$ cat src/rtl/trzc_pkg.sv
// Shared types, event codes and zone constants of the touch release zone classifier.
package trzc_pkg;

  localparam int ValW   = 16;
  localparam int TypeW  = 5;
  localparam int CodeW  = 10;
  localparam int CfgIdxW = 8;
  localparam int NormW  = ValW + 1;
  localparam int ProdW  = NormW + 5;

  localparam logic [TypeW-1:0] EVT_KEY = TypeW'(1);
  localparam logic [TypeW-1:0] EVT_ABS = TypeW'(3);

  localparam logic [CodeW-1:0] CODE_X     = CodeW'(0);
  localparam logic [CodeW-1:0] CODE_Y     = CodeW'(1);
  localparam logic [CodeW-1:0] CODE_MT_X  = CodeW'(53);
  localparam logic [CodeW-1:0] CODE_MT_Y  = CodeW'(54);
  localparam logic [CodeW-1:0] CODE_TOUCH = CodeW'(330);

  localparam logic [ValW-1:0] KEY_RELEASE = ValW'(0);
  localparam logic [ValW-1:0] KEY_PRESS   = ValW'(1);

  localparam logic [CfgIdxW-1:0] CFG_X_MIN = CfgIdxW'(0);
  localparam logic [CfgIdxW-1:0] CFG_X_MAX = CfgIdxW'(1);
  localparam logic [CfgIdxW-1:0] CFG_Y_MIN = CfgIdxW'(2);
  localparam logic [CfgIdxW-1:0] CFG_Y_MAX = CfgIdxW'(3);

  localparam logic [3:0] K_SCALE  = 4'd10;
  localparam logic [3:0] K_EDGE   = 4'd8;
  localparam logic [3:0] K_LEFT   = 4'd3;
  localparam logic [3:0] K_RIGHT  = 4'd7;
  localparam logic [3:0] K_MIDDLE = 4'd5;

  typedef enum logic [1:0] {
    BTN_MENU  = 2'd0,
    BTN_BACK  = 2'd1,
    BTN_PLUS  = 2'd2,
    BTN_MINUS = 2'd3
  } button_t;

  typedef struct packed {
    logic [ValW-1:0] x_min;
    logic [ValW-1:0] x_max;
    logic [ValW-1:0] y_min;
    logic [ValW-1:0] y_max;
  } range_cfg_t;

  typedef struct packed {
    logic    hit;
    button_t button;
  } zone_res_t;

  // Multiplies a signed offset by a small constant without overflow.
  function automatic logic signed [ProdW-1:0] mul_k(input logic signed [NormW-1:0] n,
                                                     input logic [3:0] k);
    logic signed [ProdW-1:0] ne;
    logic signed [ProdW-1:0] ke;
    ne = ProdW'(n);
    ke = $signed({{(ProdW-4){1'b0}}, k});
    return ne * ke;
  endfunction

endpackage

$ cat src/rtl/trzc_classify.sv
// Zone classifier: maps the last position to a button code by exact integer comparisons.
module trzc_classify (
  input  logic [trzc_pkg::ValW-1:0] last_x,
  input  logic [trzc_pkg::ValW-1:0] last_y,
  input  trzc_pkg::range_cfg_t      cfg,
  output trzc_pkg::zone_res_t       res
);
  import trzc_pkg::*;

  logic signed [NormW-1:0] nx, ny, dx, dy;
  logic signed [ProdW-1:0] nx10, ny10;
  logic                    range_ok;
  logic                    top_band, far_right, left_zone, right_zone, lower_half;

  assign nx = $signed({1'b0, last_x}) - $signed({1'b0, cfg.x_min});
  assign ny = $signed({1'b0, last_y}) - $signed({1'b0, cfg.y_min});
  assign dx = $signed({1'b0, cfg.x_max}) - $signed({1'b0, cfg.x_min});
  assign dy = $signed({1'b0, cfg.y_max}) - $signed({1'b0, cfg.y_min});

  assign nx10 = mul_k(nx, K_SCALE);
  assign ny10 = mul_k(ny, K_SCALE);

  assign range_ok   = (cfg.x_max > cfg.x_min) && (cfg.y_max > cfg.y_min);
  assign top_band   = ny10 > mul_k(dy, K_EDGE);
  assign far_right  = nx10 > mul_k(dx, K_EDGE);
  assign left_zone  = nx10 < mul_k(dx, K_LEFT);
  assign right_zone = nx10 > mul_k(dx, K_RIGHT);
  assign lower_half = ny10 < mul_k(dy, K_MIDDLE);

  always_comb begin
    res.hit    = 1'b0;
    res.button = BTN_MENU;
    if (range_ok) begin
      if (top_band) begin
        if (left_zone) begin
          res.hit    = 1'b1;
          res.button = BTN_MENU;
        end else if (right_zone) begin
          res.hit    = 1'b1;
          res.button = BTN_BACK;
        end
      end else if (far_right) begin
        res.hit    = 1'b1;
        res.button = lower_half ? BTN_PLUS : BTN_MINUS;
      end
    end
  end

endmodule

$ cat src/rtl/touch_release_zone_classifier.sv
// Top level: event register, position and touch tracking, and registered button output.
// An event enters the event register; its button word is then registered at the output.
// Throughput: one event word per cycle; the event register advances whenever the output
// register is empty or being taken.
// Reset (synchronous, rst_n low) clears the range registers, last position, touch flag
// and both valid flags.
module touch_release_zone_classifier (
  input  logic                          clk,
  input  logic                          rst_n,
  input  logic                          cfg_we,
  input  logic [trzc_pkg::CfgIdxW-1:0]  cfg_index,
  input  logic [trzc_pkg::ValW-1:0]     cfg_wdata,
  input  logic                          in_valid,
  output logic                          in_ready,
  input  logic [trzc_pkg::TypeW-1:0]    in_event_type,
  input  logic [trzc_pkg::CodeW-1:0]    in_event_code,
  input  logic [trzc_pkg::ValW-1:0]     in_event_value,
  output logic                          out_valid,
  input  logic                          out_ready,
  output logic [1:0]                    out_button
);
  import trzc_pkg::*;

  range_cfg_t       cfg_r;
  logic             ev_valid_r;
  logic [TypeW-1:0] ev_type_r;
  logic [CodeW-1:0] ev_code_r;
  logic [ValW-1:0]  ev_value_r;
  logic [ValW-1:0]  last_x_r, last_x_nxt;
  logic [ValW-1:0]  last_y_r, last_y_nxt;
  logic             touch_down_r, touch_down_nxt;
  logic             out_valid_r, out_valid_nxt;
  button_t          out_button_r, out_button_nxt;
  logic             ev_adv, is_abs, is_touch, emit;
  zone_res_t        zone;

  trzc_classify u_classify (
    .last_x (last_x_r),
    .last_y (last_y_r),
    .cfg    (cfg_r),
    .res    (zone)
  );

  assign ev_adv   = ev_valid_r && (!out_valid_r || out_ready);
  assign in_ready = !ev_valid_r || ev_adv;
  assign is_abs   = ev_type_r == EVT_ABS;
  assign is_touch = (ev_type_r == EVT_KEY) && (ev_code_r == CODE_TOUCH);
  assign emit     = is_touch && (ev_value_r == KEY_RELEASE) && touch_down_r && zone.hit;

  always_comb begin
    last_x_nxt     = last_x_r;
    last_y_nxt     = last_y_r;
    touch_down_nxt = touch_down_r;
    if (ev_adv) begin
      if (is_abs && ((ev_code_r == CODE_X) || (ev_code_r == CODE_MT_X))) begin
        last_x_nxt = ev_value_r;
      end
      if (is_abs && ((ev_code_r == CODE_Y) || (ev_code_r == CODE_MT_Y))) begin
        last_y_nxt = ev_value_r;
      end
      if (is_touch && (ev_value_r == KEY_PRESS)) begin
        touch_down_nxt = 1'b1;
      end else if (is_touch && (ev_value_r == KEY_RELEASE)) begin
        touch_down_nxt = 1'b0;
      end
    end
  end

  always_comb begin
    out_valid_nxt  = out_valid_r;
    out_button_nxt = out_button_r;
    if (ev_adv) begin
      out_valid_nxt  = emit;
      out_button_nxt = zone.button;
    end else if (out_ready) begin
      out_valid_nxt = 1'b0;
    end
  end

  always_ff @(posedge clk) begin
    if (!rst_n) begin
      cfg_r        <= '0;
      ev_valid_r   <= 1'b0;
      last_x_r     <= '0;
      last_y_r     <= '0;
      touch_down_r <= 1'b0;
      out_valid_r  <= 1'b0;
    end else begin
      if (cfg_we) begin
        unique case (cfg_index)
          CFG_X_MIN: cfg_r.x_min <= cfg_wdata;
          CFG_X_MAX: cfg_r.x_max <= cfg_wdata;
          CFG_Y_MIN: cfg_r.y_min <= cfg_wdata;
          CFG_Y_MAX: cfg_r.y_max <= cfg_wdata;
          default: ;
        endcase
      end
      if (in_ready) begin
        ev_valid_r <= in_valid;
      end
      last_x_r     <= last_x_nxt;
      last_y_r     <= last_y_nxt;
      touch_down_r <= touch_down_nxt;
      out_valid_r  <= out_valid_nxt;
    end
  end

  always_ff @(posedge clk) begin
    if (in_ready && in_valid) begin
      ev_type_r  <= in_event_type;
      ev_code_r  <= in_event_code;
      ev_value_r <= in_event_value;
    end
    out_button_r <= out_button_nxt;
  end

  assign out_valid  = out_valid_r;
  assign out_button = out_button_r;

`ifndef SYNTHESIS
  a_emit_needs_press: assert property (@(posedge clk) disable iff (!rst_n)
    (ev_adv && emit) |-> touch_down_r)
    else $error("button emitted without a preceding press");

  a_emit_clears_touch: assert property (@(posedge clk) disable iff (!rst_n)
    (ev_adv && emit) |=> !touch_down_r)
    else $error("touch flag not cleared after a release");

  a_emit_needs_range: assert property (@(posedge clk) disable iff (!rst_n)
    (ev_adv && emit) |-> ((cfg_r.x_max > cfg_r.x_min) && (cfg_r.y_max > cfg_r.y_min)))
    else $error("button emitted with an empty range");

  a_no_overrun: assert property (@(posedge clk) disable iff (!rst_n)
    (ev_valid_r && !ev_adv) |-> !in_ready)
    else $error("event register would be overwritten");

  a_no_drop: assert property (@(posedge clk) disable iff (!rst_n)
    (out_valid_r && !out_ready) |-> !ev_adv)
    else $error("pending button word would be overwritten");
`endif

endmodule
$ cat config.mk
export PLATFORM = sky130hd
export DESIGN_NAME = touch_release_zone_classifier
export DESIGN_NICKNAME = d
export VERILOG_FILES = /design/src/rtl/trzc_pkg.sv /design/src/rtl/trzc_classify.sv /design/src/rtl/touch_release_zone_classifier.sv
export SDC_FILE = /design/constraint.sdc
export NUM_CORES = 1
export LEC_CHECK = 0
export ABC_AREA = 0
export ABC_CLOCK_PERIOD_IN_PS = 7000
export BUFFER_PORTS_ARGS = -buffer_cell sky130_fd_sc_hd__buf_2
export CAP_MARGIN = 20
export CORE_MARGIN = 3
export CORE_UTILIZATION = 64
export DETAILED_ROUTE_END_ITERATION = 10
export PLACE_DENSITY = 0.82
export SYNTH_ARGS = -nofsm -noshare
export SYNTH_HDL_FRONTEND = slang
export SYNTH_SLANG_ARGS = --single-unit
export TNS_END_PERCENT = 1
$ cat constraint.sdc
create_clock -name clk -period 7 [get_ports clk]
set_clock_uncertainty 0.05 [all_clocks]
set_input_delay 0.7 -clock clk [delete_from_list [all_inputs] [get_ports clk]]
set_output_delay 0.7 -clock clk [all_outputs]
set_load 0.005 [all_outputs]
* Word level (Yosys, flattened, before mapping)
Cells that the tools add are included.
** Cells by class
- Eq/ne operators :: 10
- Add/sub/neg operators :: 4
- $mul :: 5
- Order comparisons :: 7
- Muxes and demuxes :: 10
- Reductions and logical operators :: 28
** Operators with widths (count)
- multiplier 17 x 4 -> 21 bit (second input constant) :: 4
- subtractor 16 x 16 -> 17 bit :: 4
- > comparator 22 x 20 -> 1 bit :: 2
- < comparator 22 bit :: 2
- > comparator 16 bit :: 2
- > comparator 22 bit :: 1
- equality test 10 x 6 -> 1 bit (second input constant) :: 2
- multiplier 17 x 3 -> 20 bit (second input constant) :: 1
- equality test 16 x 1 -> 1 bit (second input constant) :: 1
- equality test 8 x 2 -> 1 bit (second input constant) :: 2
- zero test 16 bit :: 1
- 2-to-1 mux 3 bit :: 5
- AND reduction 2 bit :: 7
- equality test 10 x 1 -> 1 bit (second input constant) :: 1
- equality test 10 x 9 -> 1 bit (second input constant) :: 1
- logical AND 1 bit :: 10
- zero test 10 bit :: 1
- equality test 8 x 1 -> 1 bit (second input constant) :: 1
- zero test 8 bit :: 1
- equality test 5 x 1 -> 1 bit (second input constant) :: 1
- equality test 5 x 2 -> 1 bit (second input constant) :: 1
- 2-to-1 mux 1 bit :: 5
- logical OR 1 bit :: 4
- nonzero test 2 bit :: 2
- zero test 1 bit :: 2
** Storage, ports and cells
- Logic and storage cells :: 77
- Input port bits :: 60
- Bits in registers :: 132

* Longest topological paths before layout
- Word-level depth :: 9
- Gate-level depth with buffers :: 35

* Cells and area by module
Synthesis repeated with hierarchy kept, for this count alone.
** Unflattened totals
- Cells, all modules :: 1731
- Area, all modules :: 14965.6 um2
** Modules (own cells, without submodules)
- trzc_classify :: times used 1, area each 10058.4 um2, sequential area each 0.0 um2, cells an instance 1333
- touch_release_zone_classifier :: times used 1, area each 4907.2 um2, sequential area each 2972.9 um2, cells an instance 398

* Worst setup path after synthesis
No wires, ideal clock.
- Path type :: register to register
- From :: reg cfg_r[49] in the netlist's numbering
- To :: reg out_button_r[0], in the netlist out_button[0], data pin
- Required time :: 6686 ps
- Setup time :: 264 ps
- Data arrival time :: 6128 ps
- Stages on the path, launching flop included :: 35
- Path buffers :: 0
- Path slack :: 558 ps
- Path through :: dfxtp_1 -> inv_1 -> ha_1 -> nor2b_1 -> o31a_1 -> o21ai_0 -> nand2b_1 -> a21o_1 -> a21oi_1 -> xor2_1 -> inv_1 -> ha_1 -> inv_1 -> fa_1 -> inv_1 -> ha_1 -> a21oi_1 -> o21ai_1 -> o41ai_1 -> o21bai_1 -> a21oi_1 -> xor2_1 -> ha_1 -> a21o_1 -> a21oi_1 -> nor2b_1 -> o21ai_0 -> nand2b_1 -> a221oi_1 -> a41o_1 -> nor2_1 -> nand3_1 -> a41oi_1 -> nor2_2 -> o32ai_2
** Between the ends
- Word-level cells in the longest chain between the ends :: 6
** Ends and longest elaborated chain
- from (decl) :: RTL line touch_release_zone_classifier.sv:24 : range_cfg_t cfg_r;
- subtractor 16 x 16 -> 17 bit, on equally long branches :: RTL line trzc_classify.sv:15, trzc_classify.sv:17
- multiplier 17 x 4 -> 21 bit :: RTL line trzc_pkg.sv:60 : return ne * ke;
- > comparator 22 bit :: RTL line trzc_classify.sv:27 : assign right_zone = nx10 > mul_k(dx, K_RIGHT);
- 2-to-1 mux 3 bit :: RTL line trzc_classify.sv:38 : end else if (right_zone) begin
- 2-to-1 mux 3 bit :: RTL line trzc_classify.sv:35 : if (left_zone) begin
- 2-to-1 mux 3 bit :: RTL line trzc_classify.sv:34 : if (top_band) begin
- to (signal assigned) :: RTL line touch_release_zone_classifier.sv:114 : out_button_r <= out_button_nxt;
- to (decl) :: RTL line touch_release_zone_classifier.sv:33 : button_t out_button_r, out_button_nxt;
Parallel ways exist; a longest one is shown, timed or not.
A chain may end at the register's enable or synchronous reset.

* Worst setup path in the final report
Ends and elaborated chain as after synthesis.

==> flow_summary.ini <==
[floorplanning]
die_w_um = 159
pin_count = 64
fp.coreArea_um2 = 22800
die_h_um = 159
die_area_um2 = 25200
rows = 55
initial_utilization = 0.655

[finish]
final_cells = 2111
fillers = 1689
areaGrowthSynthToFinish_pct = 10.9
postLayoutCellArea_um2 = 16500
fin_nets = 2164
fin_util = 0.726
drive_gt1_frac = 0.108

[critical_path]
crit_path_end_kind = flop
slowest_delay_ns = 0.50
critPathMaxFanout = 3
cpMaxStageDelayCell = fa_1
critical_path_class = flop to flop
timing.rr.start = cfg_r[49]$_SDFFE_PN0P_
worstSetupStartpointType = flop
cp.arrival_ns = 6.78
crit_required_ns = 7.12
startpoint = cfg_r[49]$_SDFFE_PN0P_

[detailed_routing]
drtPass1Iterations = 5
post_drt_wl_per_cell_um = 17.0
drtIter0Drc = 927
wirelength_um = 35900
via_count = 12600
viasPerCell = 5.96
m1WireLength_um = 16600
wl_met3_um = 2060
wl_met2_um = 16600
highest-signal-layer = met4
drc_errors = 0
antenna_left = 0

[pwr]
ir_drop_mv = 0.172
clock_power_share = 0.442
pwr_density_cell_nw_per_um2 = 126
internal-power_mw = 1.51
switching_share = 0.278
switchingPower_uw = 582
p_seq_frac = 0.389
p_comb_frac = 0.169
p_total_mw = 2.09
power.leakage_nw = 7.99

[yosys]
yosysTopAreaCellShare = 0.249
synth_cell_type_count = 84
synth_simple_gate_area_frac = 0.166
synth_top_family_by_area = adder cells
synth-edff-count = 33
yosysMostFrequentCell = ha_1
synthesis.nets = 2089
synth_compound_area_frac = 0.161
synth_seq_cells = 132
ys_warn_count = 0
syn_area_um2 = 14900
synth_adder_area_share = 0.280
yosysTopAreaCell = ha_1
synthXorXnorAreaFrac = 0.0716
syn_avg_cell_area_um2 = 8.73
async_reset_ff_frac = 0
synth_area_leaders = ha_1 25%, dfxtp_1 13%, mux2i_1 6.8%
synth_flop_cell = dfxtp_1
yosys-top-cells-count = 297 x ha_1, 180 x inv_1, 124 x nor2b_1
synth_mux_area_frac = 0.0688
synth_cells = 1709
ys_seq_area_frac = 0.199

[clock_tree]
cts_max_path_buffers = 2
clock_latency_ns = 0.43
clk_pin_slew_ns = 0.06
cts_buffers = 17
cts_hold_buf = 0
tritoncts = built
h-tree-depth = 4
ctsRootBufferMaster = clkbuf_16
numClockSinks = 132

[global_routing]
grt_antenna_before_repair = 0
grt_overflow = 0
grt_pass1_vias = 12300
grt_max_degree = 101
grt_first_pass_wirelength_um = 59100
grt_usage = 0.278

[sta]
period_share = 0.951
hold-worst-slack_ns = 0.394
worst_pin_slew_ns = 0.992
max_freq_ghz = 0.150
slew_headroom = 0.322
setup_viol = 0
setup-tns-final_ns = 0
setup_slack_ns = 0.344
slew_violations = 0
finalCriticalPeriod_ns = 6.66
timing.final.hold_violations = 0

[place]
preCtsSetupSlack_ns = 0.0305
place_inst = 2071
dp_hpwl_um = 28100
port_buffers = 63
placed_area_um2 = 15600
routabilityCongestion = 0.879

[hold_path]
worstHoldPathType = primary input to flop
min_from = in_event_value[15]

[flow_run]
max-cap-violations = 0

[status]
status = complete, no violations
-- power groups by stage --
| stage | sequential [mW] | clock [mW] | combinational [mW] |
|---|---|---|---|
| floorplan | 0.823 | 0 | 0.226 |
| global placement | 0.829 | 0 | 0.318 |
| detailed placement | 0.829 | 0 | 0.327 |
| CTS | 0.813 | 0.926 | 0.330 |
| global route | 0.815 | 0.962 | 0.389 |
| finish | 0.814 | 0.924 | 0.353 |
-- worst max-delay path, delay by kind of cell (launching register included) --
family / cells / cell delay [ns]
AO/OA/AOI/OAI: 17 / 2.88
XOR/XNOR: 2 / 0.42
adder cells (fa/ha/maj): 5 / 1.63
buffers and inverters: 5 / 0.43
flip-flops: 1 / 0.36
AND/OR/NAND/NOR: 6 / 0.63
-- registers in the layout, summed over array words and instances (netlist names) --
register	count
cfg_r	64
touch_down_r	1
out_button	2
last_x_r	16
ev_code_r	10
out_valid	1
ev_type_r	5
last_y_r	16
ev_valid_r	1
ev_value_r	16
-- cell families after synthesis --
group | count (synthesis)
AO/OA/AOI/OAI | 363
XOR/XNOR | 119
adder cells (fa/ha/maj) | 320
buffers and inverters | 210
flip-flops | 132
multiplexers | 102
AND/OR/NAND/NOR | 463
-- worst paths after layout --
check / end / depth (start not counted) / slack [ns]
worst min-delay path: ev_value_r[15]$_DFFE_PP_ / 1 / 0.39
worst max register to register: out_button[0]$_SDFFCE_PN0P_ / 35 / 0.34
worst max-delay path: out_button[0]$_SDFFCE_PN0P_ / 35 / 0.34
worst min register to register: cfg_r[56]$_SDFFE_PN0P_ / 2 / 0.47
-- layout by cell type, fill, tap and decap left out, drive strengths merged, types with 19 or more instances in the layout --
cell	synthesis	final
mux2i	101	101
nand3	27	27
a21o	48	48
nand4	26	26
fa	23	23
xnor2	79	79
dfxtp	99	99
inv	182	190
ha	297	297
edfxtp	33	33
nor2	99	99
o21ai	88	88
nand2b	25	25
clkbuf	20	19
nor3	28	28
nor2b	125	125
nand2	75	75
xor2	40	40
a21oi	95	95
buf	8	84
-- what timing repair did --
item	CTS	global route
resized for setup	2	66
buffers inserted	0	6
pin swaps	0	20
endpoints found under the hold margin	0	0
endpoints found under the setup margin	2	3
-- layout make-up --
class | instances | area (µm²) | area share
clock buffer | 19 | 454 | 0.0275
inverter | 182 | 683 | 0.0413
tap | 313 | 392 | 0.0237
clock inverter | 13 | 159 | 0.00961
multi-input combinational | 1367 | 11400 | 0.689
sequential | 132 | 2970 | 0.180
antenna | 1 | 2.50 | 0.000151
timing repair buffer | 84 | 480 | 0.0290
-- per-layer routing --
metal  GRT usage  vias up
met3      0.0436       69
li1            -     6228
met5           0        -
met2       0.466      330
met1       0.378     5960
met4      0.0653        0
Note: power is estimated with default switching activity, not from simulation.
